`config.mk`:
```
export PLATFORM = sky130hd
export DESIGN_NAME = ph_average_calibrate_valve_control_unit
export DESIGN_NICKNAME = d
export VERILOG_FILES = /design/src/sv/phavc_pkg.sv /design/src/sv/phavc_div.sv /design/src/sv/ph_average_calibrate_valve_control_unit.sv
export SDC_FILE = /design/constraint.sdc
export NUM_CORES = 1
export LEC_CHECK = 0
export ABC_CLOCK_PERIOD_IN_PS = 10980
export BUFFER_PORTS_ARGS = -buffer_cell sky130_fd_sc_hd__buf_2
export CAP_MARGIN = 15
export CORE_ASPECT_RATIO = 1.4
export CORE_MARGIN = 10
export CORE_UTILIZATION = 55
export DETAILED_ROUTE_END_ITERATION = 8
export PLACE_DENSITY = 0.72
export SLEW_MARGIN = 20
export SYNTH_ARGS = -nofsm -noshare
export SYNTH_HDL_FRONTEND = slang
export SYNTH_SLANG_ARGS = --single-unit
```
`constraint.sdc`:
```
create_clock -name clock -period 10.98 [get_ports clock]
set_clock_uncertainty 0.15 [all_clocks]
set_input_delay 1.098 -clock clock [delete_from_list [all_inputs] [get_ports clock]]
set_output_delay 1.098 -clock clock [all_outputs]
set_load 0.01 [all_outputs]
```
`src/sv/phavc_pkg.sv`:
```
`timescale 1ns / 1ps

package phavc_pkg;

   // Sizing of the averaging ring and the sample path
   localparam int AVG_DEPTH   = 10;
   localparam int SAMPLE_BITS = 10;

   // Fixed field widths
   localparam int ADC_W      = 10;
   localparam int CAL_W      = 10;
   localparam int PH_W       = 11;
   localparam int CENTI_W    = 16;
   localparam int WHOLE_W    = 8;
   localparam int HUND_W     = 7;
   localparam int MODE_W     = 2;
   localparam int CSR_IDX_W  = 3;
   localparam int CSR_DATA_W = 11;

   // Stream widths; tdata widths padded to whole bytes
   localparam int REQ_TDATA_W = ((ADC_W + 7) / 8) * 8;
   localparam int RSP_FIELD_W = CENTI_W + WHOLE_W + HUND_W + MODE_W + 2;
   localparam int RSP_TDATA_W = ((RSP_FIELD_W + 7) / 8) * 8;
   localparam int RSP_TUSER_W = 1;

   // Derived datapath widths
   localparam int SLOT_W       = $clog2(AVG_DEPTH);
   localparam int SUM_W        = $clog2(AVG_DEPTH * (2 ** SAMPLE_BITS - 1) + 1);
   localparam int NUM_POS_MAX  = 3 * (2 ** SAMPLE_BITS - 1) + 4 * (2 ** CAL_W - 1);
   localparam int NUM_NEG_MAX  = 7 * (2 ** CAL_W - 1);
   localparam int NUM_MAX      = (NUM_POS_MAX > NUM_NEG_MAX) ? NUM_POS_MAX : NUM_NEG_MAX;
   localparam int NUM_W        = $clog2(NUM_MAX + 1);
   localparam int CENTI_SCALE  = 100;
   localparam int FRAC_W       = $clog2(CENTI_SCALE);
   localparam int R100_W       = CAL_W + FRAC_W;
   localparam int CENTI_FULL_W = NUM_W + FRAC_W;
   localparam int DEPTH_W      = $clog2(AVG_DEPTH + 1);
   localparam int DVS_W        = (CAL_W > DEPTH_W) ? CAL_W : DEPTH_W;
   localparam int DIVD_W       = (NUM_W > FRAC_W) ? NUM_W : FRAC_W;
   localparam int STEP_W       = $clog2(DIVD_W + 1);

   // Saturation values
   localparam int CENTI_MAX = 65535;
   localparam int WHOLE_MAX = 255;
   localparam int HUND_SAT  = CENTI_MAX % CENTI_SCALE;

   // Register reset values
   localparam int CALIB_RST  = 0;
   localparam int TARGET_RST = 700;
   localparam int HYST_RST   = 20;
   localparam int CRIT_RST   = 600;

   typedef enum logic [CSR_IDX_W-1:0] {
      CSR_CALIB_PH4   = 3'd0,
      CSR_CALIB_PH7   = 3'd1,
      CSR_TARGET_PH   = 3'd2,
      CSR_HYSTERESIS  = 3'd3,
      CSR_CRITICAL_PH = 3'd4
   } csr_idx_type;

   typedef enum logic [MODE_W-1:0] {
      MODE_IDLE = 2'd0,
      MODE_ACID = 2'd1,
      MODE_BASE = 2'd2
   } valve_mode_type;

   typedef enum logic [2:0] {
      ST_IDLE,
      ST_AVG_WAIT,
      ST_NUM_GO,
      ST_QUO_WAIT,
      ST_FRAC_GO,
      ST_FRAC_WAIT,
      ST_SCALE,
      ST_CTRL
   } seq_state_type;

   // Command to the bit-serial divider
   typedef struct packed {
      logic              start;
      logic [DVS_W-1:0]  rem_init;
      logic [DIVD_W-1:0] dividend;
      logic [DVS_W-1:0]  divisor;
      logic [STEP_W-1:0] steps;
   } div_req_type;

   // Status and result of the divider
   typedef struct packed {
      logic              busy;
      logic              done;
      logic [DIVD_W-1:0] quotient;
      logic [DVS_W-1:0]  remainder;
   } div_rsp_type;

endpackage

```
`src/sv/phavc_div.sv`:
```
`timescale 1ns / 1ps

module phavc_div (
   input  logic                  clock,
   input  logic                  reset,
   input  phavc_pkg::div_req_type div_req,
   output phavc_pkg::div_rsp_type div_rsp
);
   import phavc_pkg::*;

   logic              busy_ff, busy_in;
   logic [STEP_W-1:0] count_ff, count_in;
   logic [DVS_W-1:0]  rem_ff, rem_in;
   logic [DVS_W-1:0]  dvs_ff, dvs_in;
   logic [DIVD_W-1:0] sh_ff, sh_in;
   logic [DVS_W+1:0]  trial;
   logic              ge;

   // Trial subtract of the divisor from the partial remainder plus next bit
   always_comb begin
      trial = {1'b0, rem_ff, sh_ff[DIVD_W-1]} - {2'b00, dvs_ff};
      ge    = !trial[DVS_W+1];
   end

   // One quotient bit per cycle; dividend bits leave at the top,
   // quotient bits enter at the bottom
   always_comb begin
      busy_in  = busy_ff;
      count_in = count_ff;
      rem_in   = rem_ff;
      dvs_in   = dvs_ff;
      sh_in    = sh_ff;
      if (div_req.start) begin
         busy_in  = 1'b1;
         count_in = div_req.steps;
         rem_in   = div_req.rem_init;
         dvs_in   = div_req.divisor;
         sh_in    = div_req.dividend;
      end else if (busy_ff) begin
         if (count_ff == '0) begin
            busy_in = 1'b0;
         end else begin
            count_in = count_ff - 1'b1;
            rem_in   = ge ? trial[DVS_W-1:0] : {rem_ff[DVS_W-2:0], sh_ff[DIVD_W-1]};
            sh_in    = {sh_ff[DIVD_W-2:0], ge};
         end
      end
   end

   always_ff @(posedge clock) begin
      if (reset) begin
         busy_ff  <= 1'b0;
         count_ff <= '0;
      end else begin
         busy_ff  <= busy_in;
         count_ff <= count_in;
      end
   end

   // Datapath, no reset
   always_ff @(posedge clock) begin
      rem_ff <= rem_in;
      dvs_ff <= dvs_in;
      sh_ff  <= sh_in;
   end

   assign div_rsp.busy      = busy_ff;
   assign div_rsp.done      = busy_ff && (count_ff == '0);
   assign div_rsp.quotient  = sh_ff;
   assign div_rsp.remainder = rem_ff;

   a_rem_below_divisor: assert property (@(posedge clock) disable iff (reset)
      busy_ff |-> (rem_ff < dvs_ff))
      else $error("divider remainder not below divisor");

   a_divisor_nonzero: assert property (@(posedge clock) disable iff (reset)
      busy_ff |-> (dvs_ff != '0))
      else $error("divider running with zero divisor");

   a_done_releases: assert property (@(posedge clock) disable iff (reset)
      (div_rsp.done && !div_req.start) |=> !busy_ff)
      else $error("divider still busy after done");

endmodule

```
`src/sv/ph_average_calibrate_valve_control_unit.sv`:
```
`timescale 1ns / 1ps

// pH meter front end with a three-state valve controller.
// req_ channel: one beat carries one converter sample. It enters a ten-deep
// ring whose running sum is kept; the average, the two-point calibration
// quotient and its two decimal places come out of one shared divider that
// resolves one quotient bit per cycle.
// rsp_ channel: one beat per sample with pH in hundredths (saturated), the
// whole part, the hundredths and the valve state; tuser flags equal
// calibration points.
// csr_ port: plain writes, index 0..4 = calib_ph4, calib_ph7, target_ph,
// hysteresis, critical_ph; other indexes are dropped. Write while idle.
// A sample is taken only while the sequencer is idle; with equal calibration
// points the two calibration divisions are skipped.
// A finished result waits in the output register; the next sample is still
// taken and processed, and the sequencer holds in its last state only while
// the previous result has not been taken.
// Reset clears the ring, the running sum, the valve state and the registers
// to their defaults (700, 20, 600 for the thresholds).

module ph_average_calibrate_valve_control_unit (
   input  logic                               clock,
   input  logic                               reset,
   input  logic                               req_tvalid,
   output logic                               req_tready,
   input  logic [phavc_pkg::REQ_TDATA_W-1:0]  req_tdata,  // [9:0] adc_sample
   output logic                               rsp_tvalid,
   input  logic                               rsp_tready,
   // [15:0] ph_centi, [23:16] ph_whole, [30:24] ph_hundredths,
   // [32:31] valve_mode, [33] acid_valve, [34] base_valve
   output logic [phavc_pkg::RSP_TDATA_W-1:0]  rsp_tdata,
   output logic [phavc_pkg::RSP_TUSER_W-1:0]  rsp_tuser,  // [0] calib_error
   input  logic                               csr_we,
   input  logic [phavc_pkg::CSR_IDX_W-1:0]    csr_addr,
   input  logic [phavc_pkg::CSR_DATA_W-1:0]   csr_wdata
);
   import phavc_pkg::*;

   // Configuration
   logic [CAL_W-1:0] calib_ph4_ff, calib_ph7_ff;
   logic [PH_W-1:0]  target_ph_ff, hysteresis_ff, critical_ph_ff;

   // Ring and running sum
   logic [SAMPLE_BITS-1:0] ring_ff [AVG_DEPTH];
   logic [SLOT_W-1:0]      slot_ff, slot_in;
   logic [SUM_W-1:0]       sum_ff, sum_in;
   logic [SAMPLE_BITS-1:0] sample;
   logic                   req_acc;

   // Sequencer
   seq_state_type state_ff, state_in;
   div_req_type   div_req;
   div_rsp_type   div_rsp;

   // Calibration datapath
   logic [SAMPLE_BITS-1:0]  avg;
   logic [NUM_W-1:0]        num_pos, num_neg, num;
   logic [CAL_W-1:0]        den;
   logic [R100_W-1:0]       r100;
   logic [NUM_W-1:0]        q_ff;
   logic                    err_ff;
   logic [FRAC_W-1:0]       frac;
   logic [CENTI_FULL_W-1:0] centi_full;
   logic                    sat;
   logic [CENTI_W-1:0]      centi_ff;
   logic [WHOLE_W-1:0]      whole_ff;
   logic [HUND_W-1:0]       hund_ff;

   // Controller
   valve_mode_type     mode_ff, mode_in;
   logic [CENTI_W-1:0] up_th, down_th, crit_th;

   // Output register
   logic               out_room, out_load;
   logic               rsp_tvalid_ff;
   logic [CENTI_W-1:0] out_centi_ff;
   logic [WHOLE_W-1:0] out_whole_ff;
   logic [HUND_W-1:0]  out_hund_ff;
   valve_mode_type     out_mode_ff;
   logic               out_err_ff;

   // Configuration writes
   always_ff @(posedge clock) begin
      if (reset) begin
         calib_ph4_ff   <= CAL_W'(CALIB_RST);
         calib_ph7_ff   <= CAL_W'(CALIB_RST);
         target_ph_ff   <= PH_W'(TARGET_RST);
         hysteresis_ff  <= PH_W'(HYST_RST);
         critical_ph_ff <= PH_W'(CRIT_RST);
      end else if (csr_we) begin
         case (csr_idx_type'(csr_addr))
            CSR_CALIB_PH4:   calib_ph4_ff   <= csr_wdata[CAL_W-1:0];
            CSR_CALIB_PH7:   calib_ph7_ff   <= csr_wdata[CAL_W-1:0];
            CSR_TARGET_PH:   target_ph_ff   <= csr_wdata[PH_W-1:0];
            CSR_HYSTERESIS:  hysteresis_ff  <= csr_wdata[PH_W-1:0];
            CSR_CRITICAL_PH: critical_ph_ff <= csr_wdata[PH_W-1:0];
            default: ;
         endcase
      end
   end

   // Ring update: overwrite oldest entry, adjust running sum
   assign req_acc = req_tvalid && req_tready;
   assign sample  = SAMPLE_BITS'(req_tdata[ADC_W-1:0]);
   assign sum_in  = sum_ff - SUM_W'(ring_ff[slot_ff]) + SUM_W'(sample);
   assign slot_in = (slot_ff == SLOT_W'(AVG_DEPTH - 1)) ? '0 : slot_ff + 1'b1;

   always_ff @(posedge clock) begin
      if (reset) begin
         for (int i = 0; i < AVG_DEPTH; i++) begin
            ring_ff[i] <= '0;
         end
         slot_ff <= '0;
         sum_ff  <= '0;
      end else if (req_acc) begin
         ring_ff[slot_ff] <= sample;
         slot_ff          <= slot_in;
         sum_ff           <= sum_in;
      end
   end

   // Calibration numerator and denominator
   always_comb begin
      avg     = div_rsp.quotient[SAMPLE_BITS-1:0];
      num_pos = (NUM_W'(avg) << 1) + NUM_W'(avg) + (NUM_W'(calib_ph7_ff) << 2);
      num_neg = (NUM_W'(calib_ph4_ff) << 3) - NUM_W'(calib_ph4_ff);
      num     = (num_pos >= num_neg) ? num_pos - num_neg : num_neg - num_pos;
      den     = (calib_ph7_ff >= calib_ph4_ff) ? calib_ph7_ff - calib_ph4_ff
                                               : calib_ph4_ff - calib_ph7_ff;
      r100    = R100_W'(div_rsp.remainder[CAL_W-1:0]) * R100_W'(CENTI_SCALE);
   end

   // Sequencer next state
   assign out_room = !rsp_tvalid_ff || rsp_tready;

   always_comb begin
      state_in = state_ff;
      case (state_ff)
         ST_IDLE:      if (req_tvalid) state_in = ST_AVG_WAIT;
         ST_AVG_WAIT:  if (div_rsp.done) state_in = ST_NUM_GO;
         ST_NUM_GO:    state_in = (den == '0) ? ST_SCALE : ST_QUO_WAIT;
         ST_QUO_WAIT:  if (div_rsp.done) state_in = ST_FRAC_GO;
         ST_FRAC_GO:   state_in = ST_FRAC_WAIT;
         ST_FRAC_WAIT: if (div_rsp.done) state_in = ST_SCALE;
         ST_SCALE:     state_in = ST_CTRL;
         ST_CTRL:      if (out_room) state_in = ST_IDLE;
         default:      state_in = ST_IDLE;
      endcase
   end

   always_ff @(posedge clock) begin
      if (reset) begin
         state_ff <= ST_IDLE;
      end else begin
         state_ff <= state_in;
      end
   end

   // Sequencer outputs: handshake and divider commands
   always_comb begin
      req_tready       = 1'b0;
      out_load         = 1'b0;
      div_req.start    = 1'b0;
      div_req.rem_init = '0;
      div_req.dividend = '0;
      div_req.divisor  = DVS_W'(den);
      div_req.steps    = STEP_W'(NUM_W);
      case (state_ff)
         ST_IDLE: begin
            // sum / AVG_DEPTH, high part preloaded as it is below the divisor
            req_tready       = 1'b1;
            div_req.start    = req_tvalid;
            div_req.rem_init = DVS_W'(sum_in >> SAMPLE_BITS);
            div_req.dividend = DIVD_W'(sum_in[SAMPLE_BITS-1:0]) << (DIVD_W - SAMPLE_BITS);
            div_req.divisor  = DVS_W'(AVG_DEPTH);
            div_req.steps    = STEP_W'(SAMPLE_BITS);
         end
         ST_NUM_GO: begin
            // num / den
            div_req.start    = (den != '0);
            div_req.dividend = DIVD_W'(num) << (DIVD_W - NUM_W);
            div_req.steps    = STEP_W'(NUM_W);
         end
         ST_FRAC_GO: begin
            // 100 * remainder / den gives the two decimal places
            div_req.start    = 1'b1;
            div_req.rem_init = DVS_W'(r100 >> FRAC_W);
            div_req.dividend = DIVD_W'(r100[FRAC_W-1:0]) << (DIVD_W - FRAC_W);
            div_req.steps    = STEP_W'(FRAC_W);
         end
         ST_CTRL:  out_load = out_room;
         default: ;
      endcase
   end

   phavc_div u_div (
      .clock   (clock),
      .reset   (reset),
      .div_req (div_req),
      .div_rsp (div_rsp)
   );

   // Scale and saturate
   always_comb begin
      frac       = div_rsp.quotient[FRAC_W-1:0];
      centi_full = CENTI_FULL_W'(q_ff) * CENTI_FULL_W'(CENTI_SCALE) + CENTI_FULL_W'(frac);
      sat        = err_ff || (centi_full > CENTI_FULL_W'(CENTI_MAX));
   end

   always_ff @(posedge clock) begin
      if (state_ff == ST_NUM_GO) begin
         err_ff <= (den == '0);
      end
      if (state_ff == ST_FRAC_GO) begin
         q_ff <= div_rsp.quotient[NUM_W-1:0];
      end
      if (state_ff == ST_SCALE) begin
         centi_ff <= sat ? CENTI_W'(CENTI_MAX) : centi_full[CENTI_W-1:0];
         whole_ff <= (err_ff || (q_ff > NUM_W'(WHOLE_MAX))) ? WHOLE_W'(WHOLE_MAX)
                                                           : q_ff[WHOLE_W-1:0];
         hund_ff  <= sat ? HUND_W'(HUND_SAT) : HUND_W'(frac);
      end
   end

   // Hysteresis step; idle tests upper then critical so critical wins
   always_comb begin
      up_th   = CENTI_W'(target_ph_ff) + CENTI_W'(hysteresis_ff);
      down_th = CENTI_W'(target_ph_ff) - CENTI_W'(hysteresis_ff);
      crit_th = CENTI_W'(critical_ph_ff);
      mode_in = mode_ff;
      case (mode_ff)
         MODE_IDLE: begin
            if (centi_ff >= up_th) mode_in = MODE_ACID;
            if (centi_ff <= crit_th) mode_in = MODE_BASE;
         end
         MODE_ACID: if (centi_ff <= down_th) mode_in = MODE_IDLE;
         MODE_BASE: if (centi_ff >= down_th) mode_in = MODE_IDLE;
         default:   mode_in = mode_ff;
      endcase
   end

   always_ff @(posedge clock) begin
      if (reset) begin
         mode_ff       <= MODE_IDLE;
         rsp_tvalid_ff <= 1'b0;
      end else if (out_load) begin
         mode_ff       <= mode_in;
         rsp_tvalid_ff <= 1'b1;
      end else if (rsp_tready) begin
         rsp_tvalid_ff <= 1'b0;
      end
   end

   // Output payload, no reset
   always_ff @(posedge clock) begin
      if (out_load) begin
         out_centi_ff <= centi_ff;
         out_whole_ff <= whole_ff;
         out_hund_ff  <= hund_ff;
         out_mode_ff  <= mode_in;
         out_err_ff   <= err_ff;
      end
   end

   assign rsp_tvalid = rsp_tvalid_ff;
   assign rsp_tdata  = RSP_TDATA_W'({out_mode_ff == MODE_BASE, out_mode_ff == MODE_ACID,
                                     out_mode_ff, out_hund_ff, out_whole_ff, out_centi_ff});
   assign rsp_tuser  = RSP_TUSER_W'(out_err_ff);

   a_div_start_idle: assert property (@(posedge clock) disable iff (reset)
      div_req.start |-> !div_rsp.busy)
      else $error("divider started while busy");

   a_err_saturates: assert property (@(posedge clock) disable iff (reset)
      (rsp_tvalid_ff && out_err_ff) |->
         ((out_centi_ff == CENTI_W'(CENTI_MAX)) && (out_whole_ff == WHOLE_W'(WHOLE_MAX))
          && (out_hund_ff == HUND_W'(HUND_SAT))))
      else $error("calibration error beat not saturated");

   a_hund_range: assert property (@(posedge clock) disable iff (reset)
      rsp_tvalid_ff |-> (out_hund_ff < HUND_W'(CENTI_SCALE)))
      else $error("hundredths out of range");

   a_slot_range: assert property (@(posedge clock) disable iff (reset)
      req_acc |=> (slot_ff < SLOT_W'(AVG_DEPTH)) && (state_ff == ST_AVG_WAIT))
      else $error("ring slot or sequencer wrong after sample");

endmodule

```
-- After elaboration in Yosys (flattened, before gate mapping)
Memory sizes are Yosys's and may differ from the RTL's. A register that Yosys moved wholly into a read port is not among the register bits.
Cells that the tools add are included.
- bits in registers: 194
- memory bits (writable): 100
- input port bits: 35
- output and inout port bits: 43
- logic and storage cells: 142
- memories: 1
- add/subtract/negate cells: 15
- multipliers: 2
- magnitude comparators: 8
- equality and inequality tests: 22
- multiplexer cells: 46
- reductions and logical operators: 23
- memories (memory ; depth ; width ; read ports ; clocked after Yosys merged registers in ; wr ports ; line ; text):
    ring_ff ; 10 ; 10 ; 1 ; 1 ; 10 ; ph_average_calibrate_valve_control_unit.sv:44 ; logic [SAMPLE_BITS-1:0] ring_ff [AVG_DEPTH];
- operators by type and width (operator ; number):
    two-way mux 10 bit ; 6
    two-way mux 13 bit ; 4
    one-hot mux 13 bit (3 select lines) ; 1
    two-way mux 4 bit ; 7
    subtractor 13 bit ; 2
    one-hot mux 3 bit (8 select lines) ; 1
    adder 20 x 7 -> 20 bit ; 1
    > comparator 20 x 16 -> 1 bit, second input constant ; 1
    one-hot mux 10 bit (2 select lines) ; 1
    subtractor 10 bit ; 2
    multiplier 13 x 5 -> 18 bit, second input constant ; 1
    two-way mux 3 bit ; 6
    greater-or-equal comparator 16 x 12 -> 1 bit ; 1
    greater-or-equal comparator 16 bit ; 1
    less-or-equal comparator 16 x 11 -> 1 bit ; 1
    less-or-equal comparator 16 bit ; 1
    equality test 3 bit, second input constant ; 5
    multiplier 10 x 5 -> 15 bit, second input constant ; 1
    adder 14 x 10 -> 14 bit ; 1
    subtractor 14 x 10 -> 14 bit ; 1
    adder 12 x 12 -> 13 bit ; 1
    greater-or-equal comparator 13 bit ; 1
    > comparator 13 x 8 -> 1 bit, second input constant ; 1
    two-way mux 1 bit ; 13
    30 further kinds ; 55

-- Longest topological paths before layout
- depth in word-level cells: 8
- mapped depth: 24

-- Cells and area by module
From an unflattened synthesis, not the netlist that was laid out.
- cell total of the unflattened synthesis: 2277
- area, all modules: 23386.2 µm²
- modules (own cells, without submodules) (module ; instances ; cells each ; area each (µm²)):
    ph_average_calibrate_valve_control_unit ; 1 ; 2096 ; 21315.4
    phavc_div ; 1 ; 181 ; 2070.7

-- Worst setup path after synthesis
Ideal clock, no wire load.
- kind: register -> register
- start: register u_div.sh_ff[2]
- end: register u_div.sh_ff[10], data pin
- library setup time: 262 ps
- data arrival time: 5093 ps
- slack: 5474 ps
- cell stages (with the launch flop): 24
- clock period less this slack: 5506 ps
- path through: edfxtp_1 -> fa_1 -> ha_1 -> fa_1 -> a21oi_1 -> nor2_1 -> nor2_1 -> o21bai_1 -> a21oi_1 -> o21bai_1 -> a21oi_1 -> xnor2_1 -> inv_1 -> ha_1 -> nand4_1 -> o41ai_1 -> nor3_1 -> a211o_1 -> buf_2 -> mux2_2 -> o21bai_1 -> xnor2_1 -> o22ai_1 -> mux2_1
- word-level cells in the longest chain between the ends: 6
- RTL lines (element ; line ; text):
    from (decl) ; phavc_div.sv:15 ; logic [DIVD_W-1:0] sh_ff, sh_in;
    from (signal assigned) ; phavc_div.sv:64 ; sh_ff <= sh_in;
    adder 11 x 10 -> 12 bit (*) ; ph_average_calibrate_valve_control_unit.sv:125 ; num_pos = (NUM_W'(avg) << 1) + NUM_W'(avg) + (NUM_W'(calib_ph7_ff) << 2);
    adder 12 x 12 -> 13 bit (*) ; ph_average_calibrate_valve_control_unit.sv:125 ;
    subtractor 13 bit or greater-or-equal comparator 13 bit (tied branches) ; ph_average_calibrate_valve_control_unit.sv:127 ; num = (num_pos >= num_neg) ? num_pos - num_neg : num_neg - num_pos;
    two-way mux 13 bit (*) ; ph_average_calibrate_valve_control_unit.sv:127 ;
    one-hot mux 13 bit (3 select lines) (*) ; ph_average_calibrate_valve_control_unit.sv:168 ; case (state_ff)
    two-way mux 13 bit (*) ; phavc_div.sv:33 ; if (div_req.start) begin
    via u_div.sh_in[10] ; phavc_div.sv:15 ;
Mark *: on every way through the listed nets, which the timed path passes. The rest lies on a longest branch.
A chain may end at the register's enable or synchronous reset.

-- Worst setup path after layout
- start: register u_div.sh_ff[3]
- end: register u_div.sh_ff[12], data pin
The elaborated chain is that of the path after synthesis.

==> flow_summary.toml <==
[outcome]
outcome = "finished clean"

[final_layout]
fillCellCount = 3424
final_cells = 2753
n_antenna_cell = 0
fin_area_um2 = 24500
fin_nets = 2502
syn_to_final_growth_pct = 8.17
layout-drive-gt1-share_pct = 9.53

[worst_setup_path]
critPathRequiredTime_ns = 11.13
regToRegStartpoint = "u_div.sh_ff[3]"
path_delay_family = "compound AO/OA/AOI/OAI gates"
slowest_stage = "o41ai_1"
r2r-end = "u_div.sh_ff[12]"
reg2reg_depth = 22
cp_cell_sequence = "fa_1 > ha_1 > a21o_1 > a21oi_1 > o21bai_1 > a21oi_1 > o21bai_1 > a21oi_1 > o21bai_1 > a21oi_1 > xnor2_1 > inv_1 > ha_1 > nand4_1 > o41ai_1 > nor3_1 > a211o_1 > mux2i_1 > a2111oi_0 > nor3_1 > nand2_1 > a22o_1"
r2r_setup_slack_ns = 4.41
crit_buf_inv = 1
critPathMaxStageDelay_ns = 0.63
start_kind = "flip-flop"
path_common_cell = "a21oi_1"
cp.arrival_ns = 6.72
worstSetupPathType = "reg2reg"
endpoint_kind = "flip-flop"
cp_max_fo = 17

[routing]
finalWirelength_um = 54100
drtPass1Iterations = 5
vias = 15930
wl_per_cell_um = 19.7
route.detailed.drc = 0
initialDrtViolationCount = 1000
viasPerCell = 5.79
final_antenna_net_count = 0

[placed_design]
dp.cells = 2690
io_buffers = 66
dpl_cell_area_um2 = 23400
gp_congestion = 0.925
dpl.hpwl_um = 41400

[synthesis]
ys_ff_latch = 354
ys_seq_area_share_pct = 43.1
synth-edff-count = 268
avgSynthCellArea_um2 = 10.5
synth_warnings = 0
synth_cell_type_count = 83
synthFlopType = "edfxtp_1"
synth_top_area_share_pct = 35.5
syn_area_um2 = 22700
synth_area_leaders = "edfxtp_1, ha_1, dfxtp_1"
synthArstFlopShare_pct = 0
synth_largest_area_cell = "edfxtp_1"
netlist_instances = 2153

[die]
rows = 88
core-area_um2 = 41000
die_y_um = 260
ios = 78
start_util_pct = 55.4
die-width_um = 192
die_area_um2 = 49900

[flow_run]
maxCapViolations = 0

[worst_hold_path]
hold_path_depth = 0
whs_endpoint = "out_whole_ff[7]"
holdCritStartpoint = "whole_ff[7]"
hold_class = "reg2reg"

[pwr]
vdd_drop_max_uv = 163
p_leak_nw = 9.94
power_density_nw_per_um2 = 225

[timing]
finalMaxSlewViolations = 0
max_freq_ghz = 0.152
rsz0062_at_grt = "false"
finalHoldViolations = 0
worst_pin_slew_ns = 1.09
finalSetupTns_ns = 0
period_share_pct = 59.9
setup_violations = 0
relSlewSlack_pct = 26.7
holdWs_ns = 0.269
period_needed_ns = 6.57

[clock_network]
clk_latency_ns = 0.54
htree_levels = 2
cts_buffers = 35
cts_setup_buffers = 0
clock_path_buffers = 3
clkSlewWorstSetupHoldPaths_ns = 0.06
cts_tree = "built"
cts.repair.resized = 0
ctsHoldBuffers = 0
cts_sinks = 354
clockRootBuffer = "clkbuf_16"

[global_route]
grt_pass1_wl_um = 85300
grt_pass1_vias = 16138
antenna_found_initial = 0
grt_max_degree = 63
grt-ovfl-total = 0
grt.total_usage_pct = 21.7
[cells in the final DEF, fill, tap and decap left out, drive strengths merged, types with 22 or more instances in the layout]
master / instances
inv: 227
nor2b: 40
nand2b: 33
nor2: 174
and2: 26
dfxtp: 86
xor2: 31
edfxtp: 268
clkbuf: 46
xnor2: 68
o21ai: 67
buf: 77
a21oi: 142
or3: 22
nor3: 30
a21o: 38
o21a: 27
fa: 40
nand3: 30
ha: 240
mux2i: 23
mux4: 50
nand2: 197
[flip-flops by register name (all words and copies together), names as in the netlist, 5 cells and up, named ones only]
| name | flops |
|---|---|
| hysteresis_ff | 11 |
| hund_ff | 5 |
| u_div.dvs_ff | 10 |
| target_ph_ff | 11 |
| ring_ff | 160 |
| u_div.sh_ff | 13 |
| whole_ff | 8 |
| out_hund_ff | 5 |
| sum_ff | 14 |
| calib_ph7_ff | 10 |
| u_div.rem_ff | 10 |
| calib_ph4_ff | 10 |
| out_whole_ff | 8 |
| out_centi_ff | 16 |
| q_ff | 13 |
| centi_ff | 16 |
| critical_ph_ff | 11 |
[metrics by stage]
stage | utilization, % | setup slack, ns | total power [mW]
2_1_floorplan | - | 5.47 | 3.77
3_3_place_gp | 57.2 | 4.62 | 4.30
3_5_place_dp | 57.2 | 4.50 | 4.37
4_1_cts | 59.9 | 4.47 | 5.53
5_1_grt | 59.9 | 4.12 | 5.92
6_report | 59.9 | 4.41 | 5.51
[cell usage after synthesis, types with 4 or more instances]
library cell and number:
inv_1 225, nand4_1 15, edfxtp_1 268, or2_2 9, buf_1 10, o221ai_1 6, nor3_1 30, clkbuf_1 51
mux4_2 50, fa_1 40, buf_4 9, xnor2_1 68, a22oi_1 5, nor2b_1 40, buf_2 13, and3_1 12
o21bai_1 14, a21boi_0 8, or3_1 22, o22ai_1 15, xor2_1 31, o21ai_0 62, a211oi_1 8, ha_1 240
o41ai_1 8, o21a_1 27, nand3_1 30, mux2i_1 23, nand3b_1 11, a21oi_1 142, a31oi_1 7, nand2_1 196
o211ai_1 9, nor2_1 174, nand2b_1 33, a211o_1 12, and2_1 26, a2111oi_0 7, o21ai_1 4, a21o_1 38
dfxtp_1 86, nor4_1 12
[area by class of cell]
class                      count  area, um2  area share, %
inverter                     226        848           3.46
multi-input combinational   1493      11700           47.9
timing repair buffer          77        413           1.68
clock inverter                17        131          0.536
sequential                   354       9770           39.8
tap                          540        676           2.75
clock buffer                  46        950           3.87
[how the worst max path moves through the flow]
| stage | end | cells past startpoint | from |
|---|---|---|---|
| final | u_div.sh_ff[12] | 22 | u_div.sh_ff[3] |
| after global routing | u_div.sh_ff[12] | 22 | u_div.sh_ff[3] |
| after floorplan | u_div.sh_ff[10] | 23 | u_div.sh_ff[2] |
| after CTS | u_div.sh_ff[10] | 22 | u_div.sh_ff[3] |
| after detailed placement | u_div.sh_ff[10] | 22 | u_div.sh_ff[3] |
| after global placement | u_div.sh_ff[10] | 22 | u_div.sh_ff[2] |
[cells by family (layout without fill, tap and decap cells)]
kind of cell	Yosys count	after routing	synth area share, %
simple gates	625	625	13.2
compound gates	408	408	11.6
flops	354	354	43.1
buf+inv	310	366	5.39
fa+ha+maj	280	280	16.8
xor+xnor	99	99	3.82
mux	76	76	6.13
other cells	1	5	0.0165
[power by group]
group	total, mW	switching (mW)	internal, mW
registers	1.65	0.0981	1.55
logic	2.71	1.54	1.16
clock network	1.15	0.513	0.639
[metal layers]
metal | vias up | routed length [um] | GRT usage, %
met5 | - | 0 | 0
met4 | 0 | 3140 | 12.0
met3 | 120 | 2090 | 2.46
met2 | 421 | 29500 | 41.2
met1 | 7707 | 19400 | 22.6
li1 | 7682 | - | -
Note: power is estimated with default switching activity, not from simulation.
